<file path="config.mk">
export PLATFORM = sky130hd
export DESIGN_NAME = clbp_fifo
export DESIGN_NICKNAME = d
export VERILOG_FILES = /design/src/hdl/clbp_pkg.sv /design/src/hdl/clbp_fifo.sv
export SDC_FILE = /design/constraint.sdc
export NUM_CORES = 1
export LEC_CHECK = 0
export BUFFER_PORTS_ARGS = -buffer_cell sky130_fd_sc_hd__buf_2
export CORE_UTILIZATION = 50
export DETAILED_ROUTE_END_ITERATION = 8
export PLACE_DENSITY = 0.68
export SYNTH_ARGS = -nofsm -noshare
export SYNTH_HDL_FRONTEND = slang
export SYNTH_SLANG_ARGS = --single-unit
</file>
<file path="constraint.sdc">
create_clock -name clk_i -period 4.5 [get_ports clk_i]
set_input_delay 0.9 -clock clk_i [delete_from_list [all_inputs] [get_ports clk_i]]
set_output_delay 0.9 -clock clk_i [all_outputs]
set_load 0.05 [all_outputs]
</file>
<file path="src/hdl/clbp_pkg.sv">
// ----------------------------------------------------------------------------
// clbp_pkg
// Shared types and constants of the circular LBP (P=8, R=1, riu2) block.
// ----------------------------------------------------------------------------
`default_nettype none

package clbp_pkg;

  localparam int PIX_W       = 8;
  localparam int CODE_W      = 8;
  localparam int OCOL_W      = 10;
  localparam int OROW_W      = 12;
  localparam int LW_W        = 11;
  localparam int FH_W        = 13;
  localparam int CFG_IDX_W   = 2;
  localparam int CFG_DATA_W  = 13;

  localparam int MAX_WIDTH_DEF = 1024;
  localparam int MAX_HEIGHT    = 4096;
  localparam int MIN_DIM       = 3;

  localparam int LW_RESET = 1024;
  localparam int FH_RESET = 1024;

  localparam int NEIGHBORS    = 8;
  localparam int NONUNIF_CODE = NEIGHBORS + 1;
  localparam int WIN_TAPS     = 9;

  // Q0.16 bilinear weights of a diagonal sample
  localparam int Q_SHIFT  = 16;
  localparam int W_DIAG   = 32768;
  localparam int W_AXIS   = 13573;
  localparam int W_CENTER = 5622;

  localparam int FIFO_DEPTH = 8;

  typedef enum logic [CFG_IDX_W-1:0] {
    REG_LINE_WIDTH   = 2'd0,
    REG_FRAME_HEIGHT = 2'd1,
    REG_MAP_UNIFORM  = 2'd2
  } cfg_idx_e;

  // window tap (row*3 + col), col 2 newest
  typedef logic [WIN_TAPS-1:0][PIX_W-1:0] win_t;

  typedef struct packed {
    logic              code_valid;
    logic [OCOL_W-1:0] out_col;
    logic [OROW_W-1:0] out_row;
    logic              frame_end;
  } meta_t;

  typedef struct packed {
    logic [CODE_W-1:0] lbp_code;
    logic              code_valid;
    logic [OCOL_W-1:0] out_col;
    logic [OROW_W-1:0] out_row;
    logic              frame_end;
  } res_t;

endpackage

`default_nettype wire

</file>
<file path="src/hdl/clbp_fifo.sv">
// ----------------------------------------------------------------------------
// clbp_fifo
// Small result queue that decouples the pipeline from output stalls.
// ----------------------------------------------------------------------------
`default_nettype none

module clbp_fifo (
  input  logic           clk_i,
  input  logic           rst_ni,
  input  logic           push_i,
  input  clbp_pkg::res_t data_i,
  output logic           valid_o,
  input  logic           ready_i,
  output clbp_pkg::res_t data_o
);

  localparam int AW  = $clog2(clbp_pkg::FIFO_DEPTH);
  localparam int CNW = $clog2(clbp_pkg::FIFO_DEPTH + 1);

  clbp_pkg::res_t mem_q [clbp_pkg::FIFO_DEPTH];
  logic [AW-1:0]  wptr_q, rptr_q;
  logic [CNW-1:0] count_q;
  logic           pop;

  assign valid_o = count_q != '0;
  assign pop     = valid_o && ready_i;
  assign data_o  = mem_q[rptr_q];

  always_ff @(posedge clk_i or negedge rst_ni) begin
    if (!rst_ni) begin
      wptr_q  <= '0;
      rptr_q  <= '0;
      count_q <= '0;
    end else begin
      if (push_i) begin
        wptr_q <= wptr_q + 1'b1;
      end
      if (pop) begin
        rptr_q <= rptr_q + 1'b1;
      end
      unique case ({push_i, pop})
        2'b10:   count_q <= count_q + 1'b1;
        2'b01:   count_q <= count_q - 1'b1;
        default: count_q <= count_q;
      endcase
    end
  end

  always_ff @(posedge clk_i) begin
    if (push_i) begin
      mem_q[wptr_q] <= data_i;
    end
  end

endmodule

`default_nettype wire

</file>
## Word-level counts from Yosys, hierarchy flattened

Memories as Yosys holds them, arrays and structs flattened.
Cells that the tools add are included.
W data, S select, Z words.

- Register bits after elaboration: 10
- Bits in latches: 0
- Bits in writable memories: 256
- ROM bits: 0
- Input port bits: 36
- Output and inout bits: 33
- Logic and storage cells: 16
- Memories: 1

- Add/subtract/negate cells: 4
- Multipliers: 0
- Div/mod/pow operators: 0
- Magnitude comparators: 0
- Eq/ne operators: 2
- Shifts and indexed selects: 0
- Multiplexer cells: 3
- Bitwise logic cells: 0
- Reduce and logical (&&, ||, !) cells: 3

Memory list:

| memory | depth | width | read ports | clocked after Yosys merged registers in | wr ports | line | source |
|---|---|---|---|---|---|---|---|
| mem_q | 8 | 32 | 1 | 0 | 1 | clbp_fifo.sv:20 | `clbp_pkg::res_t mem_q [clbp_pkg::FIFO_DEPTH];` |

Operator list:

| cell | count |
|---|---|
| $pmux W4 S2 | 1 |
| $add A3 B1 Y3 const B | 2 |
| $add A4 B1 Y4 const B | 1 |
| $reduce_bool A4 Y1 | 1 |
| $sub A4 B1 Y4 const B | 1 |
| $eq A2 B1 Y1 const B | 1 |
| $eq A2 B2 Y1 const B | 1 |
| $mux W1 | 2 |
| $reduce_bool A2 Y1 | 1 |
| $logic_and A1 B1 Y1 | 1 |

## Logic depth before layout (Yosys ltp)

- Depth in word-level cells: 4
- Depth in mapped cells: 10

## Least setup slack after synthesis

OpenSTA, ideal clock, no wires.

- Path type: input to register
- Start point: input push_i
- End point: memory mem_q[0][0] (netlist bit) (enable)
- Library setup time: 0.461 ns
- Arrival: 3.200 ns
- Setup slack: 0.839 ns
- Stages: 2
- Cells stage by stage: nand2b_1 > nor3_1

- Cells in the longest elaborated chain, start to end: 2

Ends and longest elaborated chain:

| item | line | source |
|---|---|---|
| start: declaration | clbp_fifo.sv:10 | `input logic push_i,` |
| $mux W1 | clbp_fifo.sv:50 | `if (push_i) begin` |
| $mux W1 (implied by the code) | clbp_fifo.sv:51 | `mem_q[wptr_q] <= data_i;` |
| end: declaration | clbp_fifo.sv:20 |  |

Every way passes these cells.

==> flow_summary.ini <==
[synth]
synthDistinctLibCells = 26
yosysSeqAreaShare_pct = 77.1
yosysTopAreaCell = edfxtp_1
yosys.area_share.simple_pct = 0.996
synthXorXnorAreaFrac_pct = 0.766
synth_top_area_share_pct = 74.7
syn-cell-area_um2 = 10300
synth_fa_ha_area_share_pct = 0.608
synth_fp_nets = 465
synth-compound-area-share_pct = 0.219
yosysWarnings = 0
ys_ff_latch = 266
synth.avg_cell_area_um2 = 24.3
synth_top_family_by_area = multiplexers
synth_mux_area_share_pct = 18.8
synth_cells = 424
synth.area.top_cells = edfxtp_1 (75%), mux4_2 (8.5%), mux4_1 (6.4%)

[critical_path]
critPathLaunchType = flop
path_class = reg2out
cpPeakStageDelay_ns = 0.77
cp_cell_sequence = buf_12, mux4_1, mux2_2, buf_2
r2r-end = count_q[2]$_DFFE_PN0P_
critical-path-slowest-cell = dfrtp_4
end_kind = output port
worstPathRequired_ns = 3.60
critPathMaxFanout = 40
rr_worst_depth = 10
rrSetupSlack_ns = 1.95
r2r-start = count_q[1]$_DFFE_PN0P_
crit_arrival_ns = 2.78

[clock_tree]
cts_resized = 0
cts.sinks = 266
clk_latency_ns = 0.52
cts_buffers = 26
post-cts-setup-buffers = 0
hold_buffers = 0
htreeDepth = 1
cts_buffer_depth = 3
clkSlewWorstSetupHoldPaths_ns = 0.06
cts_tree = yes
cts_root_buf = clkbuf_16

[sta]
whs_ns = 0.235
fin_ws_ns = 0.815
max_freq_ghz = 0.271
fin_crit_sh_pct = 81.9
fin_crit_ns = 3.68
rsz0062_at_grt = no
setup_viol = 0
fin_tns_setup_ns = 0
final_max_slew_viol_count = 0
skew_ns = 0.00597
tightest_slew_ns = 1.07
relSlewSlack_pct = 29.0
hold_violations = 0

[pwr]
internal_power_mw = 5.35
p_seq_share_pct = 41.8
netSwitchingFraction_pct = 34.9
switching_power_mw = 2.87
powerDensity_nw_per_um2 = 697
p_comb_share_pct = 34.2
p_clk_share_pct = 24.0
ir_drop_mv = 0.447
p_leak_nw = 3.95

[place]
dp_hpwl_um = 10400
gp_congestion = 0.676
place_area_um2 = 11000
io_buffer_count = 68
pre_cts_slack_ns = 1.29

[route]
drt_drc_violations_left = 0
viasPerCell = 5.59
drt_wl_total_um = 18200
ant_nets = 0
first_pass_iters = 4
drt_iter0_markers = 351
vias = 4500
avgRoutedWirePerCell_um = 22.6

[layout]
fill_cells = 1456
drive_gt1_share_pct = 37.5
nets = 557
design_area_um2 = 11800
syn_to_final_growth_pct = 14.7

[grt]
grt_max_degree = 41
grt_pass1_wl_um = 28600
grt_antenna_before_repair = 1
grt_usage_pct = 18.0
grt_pass1_vias = 4836
overflow = 0

[die]
row_count = 52
io_pins = 69
initial_core_util_pct = 50.9
die_h_um = 146
die-area_um2 = 21200
core_area_um2 = 20200
die_w_um = 146

[run_status]
outcome = finished, final reports clean

[hold_path]
min_path_type = in2async

[run]
cap_violations = 0
## layout make-up
| type | instances | area (um2) | share of cell area, % |
|---|---|---|---|
| sequential | 266 | 7940 | 67.3 |
| multi-input combinational | 138 | 2260 | 19.2 |
| clock buffer | 30 | 687 | 5.82 |
| timing repair buffer | 82 | 470 | 3.98 |
| tap | 270 | 338 | 2.86 |
| clock inverter | 16 | 96.3 | 0.816 |
| inverter | 2 | 7.51 | 0.0636 |
| antenna | 1 | 2.50 | 0.0212 |
## through the flow
stage               std cells  power [mW]  utilization (%)
global placement          758        6.29             54.5
floorplan                 424        5.68                -
detailed placement        758        6.35             54.5
global route              804        8.58             58.3
CTS                       804        8.33             58.3
finish                    805        8.22             58.3
## layout by cell type, fill, tap and decap left out, drive strengths merged, types with 4 or more instances in the layout
cell | synthesis | layout
clkinv | 0 | 15
nor2 | 7 | 7
edfxtp | 256 | 256
ha | 5 | 5
xnor2 | 4 | 4
mux4 | 64 | 64
nand2 | 4 | 4
dfrtp | 10 | 10
clkbuf | 6 | 30
xor2 | 5 | 5
buf | 12 | 82
mux2 | 35 | 35
## critical path: cells and delay by family, from the launching register on
kind,cells,cell delay (ns)
buffers and inverters,2,0.57
muxes,2,0.91
DFF,1,0.77
## power by group through the flow
stage	logic (mW)	registers, mW	clock network [mW]
after floorplan	2.42	3.26	0
after global placement	2.82	3.47	0
after detailed placement	2.85	3.50	0
after CTS	2.86	3.45	2.02
after global routing	2.98	3.49	2.12
final	2.81	3.43	1.98
## routing by layer
metal	track usage [%]	vias to the layer above	share of wire [%]
met5	0	-	0
met4	4.79	0	2.1
li1	-	2004	-
met3	2.76	27	4.1
met2	29.8	95	50
met1	25.4	2374	44
## logic make-up after synthesis
kind of cell    Yosys count
fa+ha+maj                 5
mux                     100
compound gates            3
simple gates             21
xor+xnor                  9
flops                   266
buf+inv                  20
## how the worst max path moves through the flow
stage / slack, ns / from / to / cells after the start
after floorplan: 0.84 / push_i / mem_q[0][0]$_DFFE_PP_ / 2
after global placement: 1.30 / rptr_q[0]$_DFFE_PN0N_ / data_o[17] / 4
after detailed placement: 1.29 / rptr_q[0]$_DFFE_PN0N_ / data_o[5] / 4
after CTS: 0.73 / rptr_q[0]$_DFFE_PN0N_ / data_o[5] / 4
after global routing: 0.64 / rptr_q[0]$_DFFE_PN0N_ / data_o[5] / 4
final: 0.82 / rptr_q[0]$_DFFE_PN0N_ / data_o[5] / 4
## state kept, by name (all words and copies together) (netlist names)
signal   cells
rptr_q       3
wptr_q       3
mem_q      256
count_q      4
## Yosys cell counts
master and number:
edfxtp_1 256, mux4_2 39, mux2_2 35, mux4_1 25, dfrtp_1 10, nor2_1 7
buf_2 6, clkbuf_1 6, ha_1 5, xor2_1 5, nand2_1 4, xnor2_1 4
nand2b_1 3, nor3_1 3, buf_12 2, buf_6 2, buf_8 2, inv_1 2
a21oi_1 1, a41oi_1 1, mux2i_1 1, nand3_1 1, nor2b_1 1, nor4b_1 1
o41ai_1 1, or4_1 1
No activity file was read; power rests on OpenSTA's default activity.
