### src/hdl/clbp_pkg.sv
// ----------------------------------------------------------------------------
// clbp_pkg
// Shared types and constants of the circular LBP (P=8, R=1, riu2) block.
// ----------------------------------------------------------------------------
`default_nettype none

package clbp_pkg;

  localparam int PIX_W       = 8;
  localparam int CODE_W      = 8;
  localparam int OCOL_W      = 10;
  localparam int OROW_W      = 12;
  localparam int LW_W        = 11;
  localparam int FH_W        = 13;
  localparam int CFG_IDX_W   = 2;
  localparam int CFG_DATA_W  = 13;

  localparam int MAX_WIDTH_DEF = 1024;
  localparam int MAX_HEIGHT    = 4096;
  localparam int MIN_DIM       = 3;

  localparam int LW_RESET = 1024;
  localparam int FH_RESET = 1024;

  localparam int NEIGHBORS    = 8;
  localparam int NONUNIF_CODE = NEIGHBORS + 1;
  localparam int WIN_TAPS     = 9;

  // Q0.16 bilinear weights of a diagonal sample
  localparam int Q_SHIFT  = 16;
  localparam int W_DIAG   = 32768;
  localparam int W_AXIS   = 13573;
  localparam int W_CENTER = 5622;

  localparam int FIFO_DEPTH = 8;

  typedef enum logic [CFG_IDX_W-1:0] {
    REG_LINE_WIDTH   = 2'd0,
    REG_FRAME_HEIGHT = 2'd1,
    REG_MAP_UNIFORM  = 2'd2
  } cfg_idx_e;

  // window tap (row*3 + col), col 2 newest
  typedef logic [WIN_TAPS-1:0][PIX_W-1:0] win_t;

  typedef struct packed {
    logic              code_valid;
    logic [OCOL_W-1:0] out_col;
    logic [OROW_W-1:0] out_row;
    logic              frame_end;
  } meta_t;

  typedef struct packed {
    logic [CODE_W-1:0] lbp_code;
    logic              code_valid;
    logic [OCOL_W-1:0] out_col;
    logic [OROW_W-1:0] out_row;
    logic              frame_end;
  } res_t;

endpackage

`default_nettype wire

### src/hdl/clbp_code.sv
// ----------------------------------------------------------------------------
// clbp_code
// Eight circular samples against the center, registered raw code, then
// the optional riu2 mapping.
// ----------------------------------------------------------------------------
`default_nettype none

module clbp_code (
  input  logic            clk_i,
  input  logic            rst_ni,
  input  logic            valid_i,
  input  clbp_pkg::win_t  win_i,
  input  clbp_pkg::meta_t meta_i,
  input  logic            map_uniform_i,
  output logic            valid_o,
  output clbp_pkg::res_t  res_o
);

  localparam int PW    = clbp_pkg::PIX_W;
  localparam int SUM_W = PW + clbp_pkg::Q_SHIFT + 1;
  localparam int CDW   = clbp_pkg::CODE_W;

  function automatic logic diag_ge(input logic [PW-1:0] d, input logic [PW-1:0] a1,
                                   input logic [PW-1:0] a2, input logic [PW-1:0] ctr);
    logic [SUM_W-1:0] t;
    logic [SUM_W-1:0] lim;
    t   = SUM_W'(d) * SUM_W'(clbp_pkg::W_DIAG)
        + SUM_W'(a1) * SUM_W'(clbp_pkg::W_AXIS)
        + SUM_W'(a2) * SUM_W'(clbp_pkg::W_AXIS)
        + SUM_W'(ctr) * SUM_W'(clbp_pkg::W_CENTER);
    lim = SUM_W'(ctr) << clbp_pkg::Q_SHIFT;
    return t >= lim;
  endfunction

  function automatic logic [3:0] popcnt8(input logic [CDW-1:0] v);
    logic [3:0] n;
    n = '0;
    for (int i = 0; i < CDW; i++) begin
      n = n + 4'(v[i]);
    end
    return n;
  endfunction

  logic [PW-1:0]   ctr, below, left, above, right;
  logic [CDW-1:0]  raw_d, raw_q, rot, mapped;
  clbp_pkg::meta_t meta_q;
  logic            valid_q;

  always_comb begin
    ctr   = win_i[4];
    below = win_i[7];
    left  = win_i[3];
    above = win_i[1];
    right = win_i[5];
    raw_d[0] = below >= ctr;
    raw_d[1] = diag_ge(win_i[6], left, below, ctr);
    raw_d[2] = left >= ctr;
    raw_d[3] = diag_ge(win_i[0], left, above, ctr);
    raw_d[4] = above >= ctr;
    raw_d[5] = diag_ge(win_i[2], above, right, ctr);
    raw_d[6] = right >= ctr;
    raw_d[7] = diag_ge(win_i[8], below, right, ctr);
  end

  always_ff @(posedge clk_i or negedge rst_ni) begin
    if (!rst_ni) begin
      valid_q <= 1'b0;
    end else begin
      valid_q <= valid_i;
    end
  end

  always_ff @(posedge clk_i) begin
    if (valid_i) begin
      raw_q  <= raw_d;
      meta_q <= meta_i;
    end
  end

  always_comb begin
    rot = {raw_q[0], raw_q[CDW-1:1]};
    if (popcnt8(raw_q ^ rot) <= 4'd2) begin
      mapped = CDW'(popcnt8(raw_q));
    end else begin
      mapped = CDW'(clbp_pkg::NONUNIF_CODE);
    end
  end

  always_comb begin
    res_o.code_valid = meta_q.code_valid;
    res_o.out_col    = meta_q.out_col;
    res_o.out_row    = meta_q.out_row;
    res_o.frame_end  = meta_q.frame_end;
    if (!meta_q.code_valid) begin
      res_o.lbp_code = '0;
    end else if (map_uniform_i) begin
      res_o.lbp_code = mapped;
    end else begin
      res_o.lbp_code = raw_q;
    end
  end

  assign valid_o = valid_q;

endmodule

`default_nettype wire

### config.mk
export PLATFORM = sky130hd
export DESIGN_NAME = clbp_code
export DESIGN_NICKNAME = d
export VERILOG_FILES = /design/src/hdl/clbp_pkg.sv /design/src/hdl/clbp_code.sv
export SDC_FILE = /design/constraint.sdc
export NUM_CORES = 1
export LEC_CHECK = 0
export ABC_CLOCK_PERIOD_IN_PS = 7000
export BUFFER_PORTS_ARGS = -buffer_cell sky130_fd_sc_hd__clkbuf_2
export CORE_ASPECT_RATIO = 0.6
export CORE_MARGIN = 2
export CORE_UTILIZATION = 45
export DETAILED_ROUTE_END_ITERATION = 6
export GPL_TIMING_DRIVEN = 0
export SLEW_MARGIN = 20
export SYNTH_ARGS = -nofsm -noshare
export SYNTH_HDL_FRONTEND = slang
export SYNTH_SLANG_ARGS = --single-unit
### constraint.sdc
create_clock -name clk_i -period 7 [get_ports clk_i]
set_clock_uncertainty 0.2 [all_clocks]
set_input_delay 1.05 -clock clk_i [delete_from_list [all_inputs] [get_ports clk_i]]
set_output_delay 1.05 -clock clk_i [all_outputs]
set_load 0.03 [all_outputs]
# Yosys cells after proc, flatten, opt, wreduce, memory -nomap -nowiden
# Cells that the tools add are included.
# word_totals
out_inout_bits	33
inputBits	100
register_bits	33
word_cells	50
# classes
mux	3
bitwise	1
multipliers	5
order_cmp	9
add_sub_neg	26
# ops
cell	count
$add A24 B22 Y25	4
$add A25 B21 Y25	4
$ge A25 B24 Y1	4
$add A23 B22 Y24	4
$mul A8 B14 Y22 const B	4
$add A4 B1 Y4	8
$ge A8 B8 Y1	4
$mul A8 B12 Y20 const B	1
$mux W8	2
$add A3 B1 Y4	2
$xor A8 B8 Y8	1
$add A2 B1 Y3	2
$add A1 B1 Y2	2
$le A4 B2 Y1 const B	1
$mux W4	1

# Depth between registers and ports, before layout
# Gate-level depths: netlist (run 1).
# depth
depth_word	12
ltp_mapped	38
depth_no_buf	38

# Worst setup path before layout (run 1)
# No wires, ideal clock.
# synth_timing
kind	input-to-reg
start	in win_i[34] (netlist name)
end	reg raw_q[5] (data pin)
n_path_buf	0
slack_ps	-2631
setup_time_ps	195
t_arrival_ps	9236
t_required_ps	6605
path_stages	32
cell_sequence	inv_1 fa_1 fa_1 fa_1 inv_1 fa_1 ha_1 a21boi_1 o211ai_1 a21oi_1 nor3_1 o41ai_4 a2111oi_0 nor3_1 fa_1 fa_1 inv_1 ha_1 nand2_1 o21ai_0 a21oi_1 nor2b_1 xnor2_1 ha_1 nand4_1 or4_1 nor4_1 o2111ai_1 nor3_1 o2111ai_1 or4_1 o311ai_0
# synth_via
elab_chain_len	3
# synth_lines
item	line_no	rtl
start, declared	clbp_code.sv:12	input clbp_pkg::win_t win_i,
$mul A8 B12 Y20	clbp_code.sv:30	+ SUM_W'(ctr) * SUM_W'(clbp_pkg::W_CENTER);
$add A25 B21 Y25	clbp_code.sv:30	
$ge A25 B24 Y1 *	clbp_code.sv:32	return t >= lim;
net raw_d[5]	clbp_code.sv:45	logic [CDW-1:0] raw_d, raw_q, rot, mapped;
end signal, assigned	clbp_code.sv:75	raw_q <= raw_d;
end, declared	clbp_code.sv:45	
# The timed path passes the listed nets; every way through them passes the cells marked *.
# A chain may end at the register's enable or synchronous reset.

# Worst setup path after layout (run 1)
# layout_timing
start	in win_i[35] (netlist name)
end	reg raw_q[5] (data pin)
# Same word-level chain as after synthesis.

==> results by group, run 1 <==
Logic synthesis
  • Register area share after synthesis: around 5.3%
  • YS warnings: 0
  • Mapped Cells: ~2.1k
  • Distinct cells, synth: 74
  • Area contributors post-synth: ha_1 35%, fa_1 18%, inv_1 7.8%
  • Mean area per synthesized cell: approximately 9 sq um
  • Synth Flop Type: edfxtp_1
  • Synth top area share: around a third
  • Most frequent cells after synthesis: 511 x ha_1, 385 x inv_1, 171 x fa_1, 117 x a21oi_1, 101 x xnor2_1
  • Count leader, synth: ha_1
  • FFs w/ async S/R, synth: under 10%
  • #FFs+latches synth: 33
  • Synth area leader: ha_1
  • Post-synth EDFFs: 32
  • Syn Nets: 2,849
  • Synthesized area: approximately 0.019 sq mm

STA
  • Setup WS post-layout: -2.92 ns
  • Hold WS: 0.331 ns
  • Final critical-path share of the clock period: 142%
  • Number of max-slew violations in the final report: 0
  • Relative slew slack: between 30% and 40%
  • Final setup vio count: 4
  • RSZ-0062 raised after global routing: true
  • Slew @ Worst Pin: about 0.9 ns
  • Period minus WS final: 9.92 ns
  • Final Hold Viols: 0
  • Max Freq: a little over 100 MHz

Placed design
  • IO buf count: 132
  • Placement Setup Slack: -4.50 ns
  • GPL Wtd Cong: between 0.9 and 1
  • Detailed Place HPWL: 47,800 um

GRT
  • Largest net degree at the start of global routing: 34
  • Gr usage total: a little over a quarter
  • Met1 GRT Util: between 40% and 50%
  • Remaining Overflow, GRT: 0
  • Antenna violations before repair: 1
  • GR Util met2: between 30% and 40%
  • First-pass GRT wire length: slightly below 90,000 um
  • Vias in the first global route: about 15k
  • Met3 GRT Util: between 5 and 6%
  • GRT Max-Usage Layer: met1

Clock network
  • Total clock buffers created by CTS: 5
  • Post-CTS Hold Buffers: 0
  • Maximum clock path buffer count: 2
  • Clock Sinks: 33
  • H-tree Lvls: 2
  • Clock-pin slew on the worst setup and hold paths: roughly 0.060 ns
  • CTS root buffer: clkbuf_16
  • CTS tree: done

Routing
  • Final wirelength: between 50,000 and 60,000 um
  • Via density: around 5.6
  • DRC violations left: 0
  • Detailed Route Iter0 Violations: 1,145
  • ANT nets after route: 0
  • WL/cell: 20.2 um
  • DR vias: approximately 16k
  • First-pass detailed-route iteration total: 5

Critical path
  • CP endpoint kind: flop
  • Worst Path Max Fanout: 8
  • Worst EP arrival: roughly 9.9 ns
  • CP max stage delay: 0.63 ns
  • CP Class: in2reg
  • CP max stage cell: fa_2
  • CP Capture Point: raw_q[5]$_DFFE_PP_
  • Critical Path Source: win_i[35]
  • CP required: slightly below 7 ns
  • Crit path launch type: primary input
  • Most used cell, CP: ha_1

Floorplanning
  • Row cnt: 57
  • Die area: between 0.04 and 0.05 sq mm
  • Core area: 0.0405 sq mm
  • Number of I/O pins: 133
  • Initial Utilization: ~46%
  • Die Ht: 161 um
  • Die X: about 270 um

Final layout
  • Layout cell share with drive strength beyond 1: 14.5%
  • Layout area overhead: 15.8%
  • Final design utilization: between 50% and 60%
  • Final nets: 3,046

Hold path
  • HP Class: in2async

Run status
  • Failing checks: negative setup slack
  • Outcome: complete, but fails checks

Job
  • Maxcap violations: 0
placed cells by master, fill, tap and decap left out, drive strengths merged, types with 7 or more instances in the layout:
cell type,count
a211oi,13
a21o,63
a21oi,118
a31oi,14
and2,11
and3,13
buf,61
clkbuf,142
edfxtp,32
fa,171
ha,511
inv,381
nand2,74
nand2b,33
nand3,32
nand4,11
nand4b,7
nor2,75
nor2b,31
nor3,37
o2111ai,8
o211ai,11
o21a,37
o21ai,73
o21bai,14
o31ai,11
o41ai,11
or2,9
or3,9
xnor2,101
xor2,69
cells by family (layout without fill, tap and decap cells):
kind of cell | count (synthesis) | after routing | synth area share, %
xor gates and xnor gates | 170 | 170 | 8.08
and+or+nand+nor | 364 | 364 | 10.1
muxes | 1 | 1 | 0.0541
DFF | 33 | 33 | 5.33
other | 0 | 1 | 0
AOI/OAI and AO/OA | 426 | 426 | 15.5
adders and majority gates | 682 | 682 | 53.0
buffers and inverters | 391 | 589 | 7.93
metal layers:
layer  vias to the layer above  part of all wire [%]
met5                         -                     0
met4                         0                  0.99
met3                        31                   8.3
met2                       480                    40
met1                      7520                    51
li1                       7556                     -
sequential cells by signal, summed over array words and instances (netlist names):
register,count
valid_o,1
res_o,24
raw_q,8
worst min-delay path by stage:
stage / from / end / slack [ns] / cells past startpoint
2_1_floorplan: rst_ni / valid_o$_DFF_PN0_ / 0.55 / 0
3_3_place_gp: rst_ni / valid_o$_DFF_PN0_ / 0.62 / 1
3_5_place_dp: rst_ni / valid_o$_DFF_PN0_ / 0.63 / 1
4_1_cts: rst_ni / valid_o$_DFF_PN0_ / 0.33 / 1
5_1_grt: rst_ni / valid_o$_DFF_PN0_ / 0.32 / 1
6_report: rst_ni / valid_o$_DFF_PN0_ / 0.33 / 1
through the flow:
stage	instance area [sq um]	TNS, ns	std cells
final	21400	-10.55	2797
after global routing	21400	-11.58	2796
after global placement	20000	-18.32	2730
after detailed placement	20100	-16.72	2732
after CTS	21200	-10.31	2784
after floorplan	18700	-7.50	2067
area by class of cell:
| class | instances | area [sq um] |
|---|---|---|
| antenna | 1 | 2.50 |
| clock buffer | 7 | 143 |
| inverter | 385 | 1460 |
| timing repair buffer | 191 | 1240 |
| buffer | 5 | 18.8 |
| fill | 3752 | 19100 |
| tap | 531 | 664 |
| multi-input combinational | 1643 | 16900 |
| sequential | 33 | 986 |
| clock inverter | 1 | 30.0 |
critical path, delay by kind of cell:
family / cells / cell delay, ns
AND/OR/NAND/NOR: 8 / 1.68
buffers and inverters: 6 / 0.82
adder cells (fa/ha/maj): 9 / 3.62
AO/OA/AOI/OAI: 10 / 1.98
XOR/XNOR: 2 / 0.66
what timing repair did:
action | in CTS | in global routing
setup endpoints to repair | 4 | 4
gates cloned | 0 | 0
gates resized for setup | 101 | 29
pin swaps | 78 | 37
buffers inserted | 45 | 12
hold endpoints to repair | 0 | 0
Power of run 1 is left out: the tool's default activity adds up to more than one toggle a clock period on the data nets, which glitch-free logic cannot reach.
==> run 2, diff against run 1 <==
Settings changed: ABC_AREA set to 1.
==> results by group, run 2 <==
Floorplanning
  • Die Ht: 169 um (+4.8%)
  • Die X: 279 um (+4.9%)
  • Number of I/O pins: 133 (unchanged)
  • Initial Utilization: 45.6% (-0.12 points)
  • Core area: 0.0447 sq mm (+10%)
  • Row cnt: 60 (+5.3%)
  • Die area: 0.0471 sq mm (+9.9%)

Clock network
  • Clock-pin slew on the worst setup and hold paths: 0.06 ns (about the same)
  • H-tree Lvls: 2 (unchanged)
  • Total clock buffers created by CTS: 5 (unchanged)
  • CTS root buffer: clkbuf_16
  • Clock Sinks: 33 (unchanged)
  • Maximum clock path buffer count: 2 (unchanged)
  • CTS tree: done

Logic synthesis
  • FFs w/ async S/R, synth: 3.03% (unchanged)
  • Register area share after synthesis: 4.84% (-0.49 points)
  • Synth area leader: ha_1
  • YS warnings: 0 (unchanged)
  • Mapped Cells: 2,777 (+34%)
  • Synth top area share: 31.4% (-3.2 points)
  • #FFs+latches synth: 33 (unchanged)
  • Most frequent cells after synthesis: 614 x inv_1, 552 x nand2_1, 511 x ha_1, 172 x a21oi_1, 171 x fa_1
  • Post-synth EDFFs: 32 (unchanged)
  • Synthesized area: 0.0204 sq mm (+10%)
  • Count leader, synth: inv_1
  • Mean area per synthesized cell: 7.34 sq um (-18%)
  • Synth Flop Type: edfxtp_1
  • Area contributors post-synth: ha_1 31%, fa_1 17%, inv_1 11%
  • Syn Nets: 3,559 (+25%)
  • Distinct cells, synth: 48 (-35%)

Placed design
  • IO buf count: 132 (unchanged)
  • Dpl cells: 3,498 (+28%)
  • GPL Wtd Cong: 0.954 (+3.4%)
  • Detailed Place HPWL: 58,000 um (+22%)

Critical path
  • CP Buf/Inv Count: 9 (+3)
  • Worst Path Max Fanout: 6 (-2)
  • CP endpoint kind: flop
  • Worst EP arrival: 8.18 ns (-1.68 ns)
  • CP Class: in2reg
  • CP required: 6.82 ns (-0.12 ns)
  • CP max stage cell: fa_2
  • Worst path top cell family by delay: adder cells
  • Crit path launch type: primary input
  • CP max stage delay: 0.61 ns (-0.02 ns)
  • Most used cell, CP: nand2_1

Final layout
  • Commonest cells after routing, fill and taps aside: 592 x inv_1, 527 x nand2_1, 480 x ha_1
  • Fin cells: 3,572 (+28%)
  • Max reg flops: 24 (unchanged)
  • Most common cell after layout, fill and taps aside: inv_1
  • Layout cell share with drive strength beyond 1: 14.0% (-0.50 points)
  • Final nets: 3,762 (+24%)
  • Layout area overhead: 16.5%

Routing
  • Detailed Route Iter0 Violations: 1,460 (+28%)
  • Via density: 5.30 (-4.8%)
  • DRC violations left: 0 (unchanged)
  • DR vias: 18.9k (+22%)
  • First-pass detailed-route iteration total: 5 (unchanged)
  • Final wirelength: 67,500 um (+19%)
  • WL/cell: 18.9 um (-6.5%)
  • ANT nets after route: 0 (unchanged)

Job
  • Maxcap violations: 0 (unchanged)

Run status
  • Outcome: complete, but fails checks
  • Failing checks: negative setup slack

STA
  • Relative slew slack: 15.1% (-23 points)
  • Slew @ Worst Pin: 1.27 ns (+0.348 ns)
  • Final Hold Viols: 0 (unchanged)
  • Max Freq: 120 MHz (+19%)
  • Setup WS post-layout: -1.37 ns (+1.55 ns)
  • Final critical-path share of the clock period: 120% (-22 points)
  • Period minus WS final: 8.37 ns (-1.55 ns)
  • Number of max-slew violations in the final report: 0 (unchanged)
  • Final setup vio count: 4 (unchanged)
  • RSZ-0062 raised after global routing: true

GRT
  • Remaining Overflow, GRT: 0 (unchanged)
  • Gr usage total: 28.6% (+2.0 points)
  • Vias in the first global route: 18.1k (+19%)
  • First-pass GRT wire length: 103,000 um (+18%)
  • Largest net degree at the start of global routing: 34 (unchanged)
  • Antenna violations before repair: 3 (+2)

Hold path
  • HP Class: in2async
-- run 2: worst max path at each step --
stage / from / endpoint / slack (ns) / cells past startpoint
floorplan: win_i[35] / raw_q[1]$_DFFE_PP_ / -0.73 / 33
global placement: win_i[36] / raw_q[5]$_DFFE_PP_ / -3.14 / 32
detailed placement: win_i[35] / raw_q[5]$_DFFE_PP_ / -3.20 / 32
CTS: win_i[37] / raw_q[1]$_DFFE_PP_ / -1.20 / 34
global route: win_i[34] / raw_q[5]$_DFFE_PP_ / -1.62 / 31
finish: win_i[38] / raw_q[5]$_DFFE_PP_ / -1.37 / 39
-- run 2: layout make-up --
class,instances,area (sq um)
diodes,2,5.00
plain buffers,2,10.0
clock buffers,5,125
clock inverters,3,46.3
fillers,4369,21000
inverters,616,2340
multi-input cells,2126,18200
flip-flops and latches,33,986
well taps,589,737
repair buffers,196,1290
-- run 2: logic make-up (layout without fill, tap and decap cells) --
| logic type | Yosys count | count (layout) | share of synthesized area [%] |
|---|---|---|---|
| AOI/OAI and AO/OA | 330 | 330 | 9.04 |
| DFF | 33 | 33 | 4.84 |
| and+or+nand+nor | 976 | 976 | 20.5 |
| adders and majority gates | 682 | 682 | 48.1 |
| buffers and inverters | 618 | 822 | 11.4 |
| other | 0 | 2 | 0 |
| xor gates and xnor gates | 138 | 138 | 6.13 |
-- run 2: through the flow --
| stage | hold WS [ns] | TNS (ns) | util (%) | instance area, sq um | setup slack (ns) |
|---|---|---|---|---|---|
| 2_1_floorplan | 0.554 | -2.89 | - | 20600 | -0.733 |
| 3_3_place_gp | 0.625 | -11.67 | 49.3 | 22000 | -3.14 |
| 3_5_place_dp | 0.627 | -11.73 | 49.3 | 22000 | -3.20 |
| 4_1_cts | 0.314 | -4.42 | 51.9 | 23200 | -1.20 |
| 5_1_grt | 0.308 | -6.02 | 53.1 | 23800 | -1.62 |
| 6_report | 0.318 | -4.83 | 53.1 | 23800 | -1.37 |
-- run 2: layer usage --
layer / part of all wire, % / global-route usage [%] / wire length, um
met1: 50 / 43.4 / 33600
met2: 37 / 38.3 / 25000
met3: 12 / 10.8 / 7870
met4: 1.4 / 4.04 / 935
met5: 0 / 0 / 0
-- run 2: timing repair --
item | CTS | global route
buffers inserted | 43 | 21
hold buffers | 0 | 0
gates resized for setup | 129 | 77
cloned | 0 | 0
setup endpoints to repair | 4 | 4
pin swaps | 37 | 52
Power of run 2 is left out for the same reason.
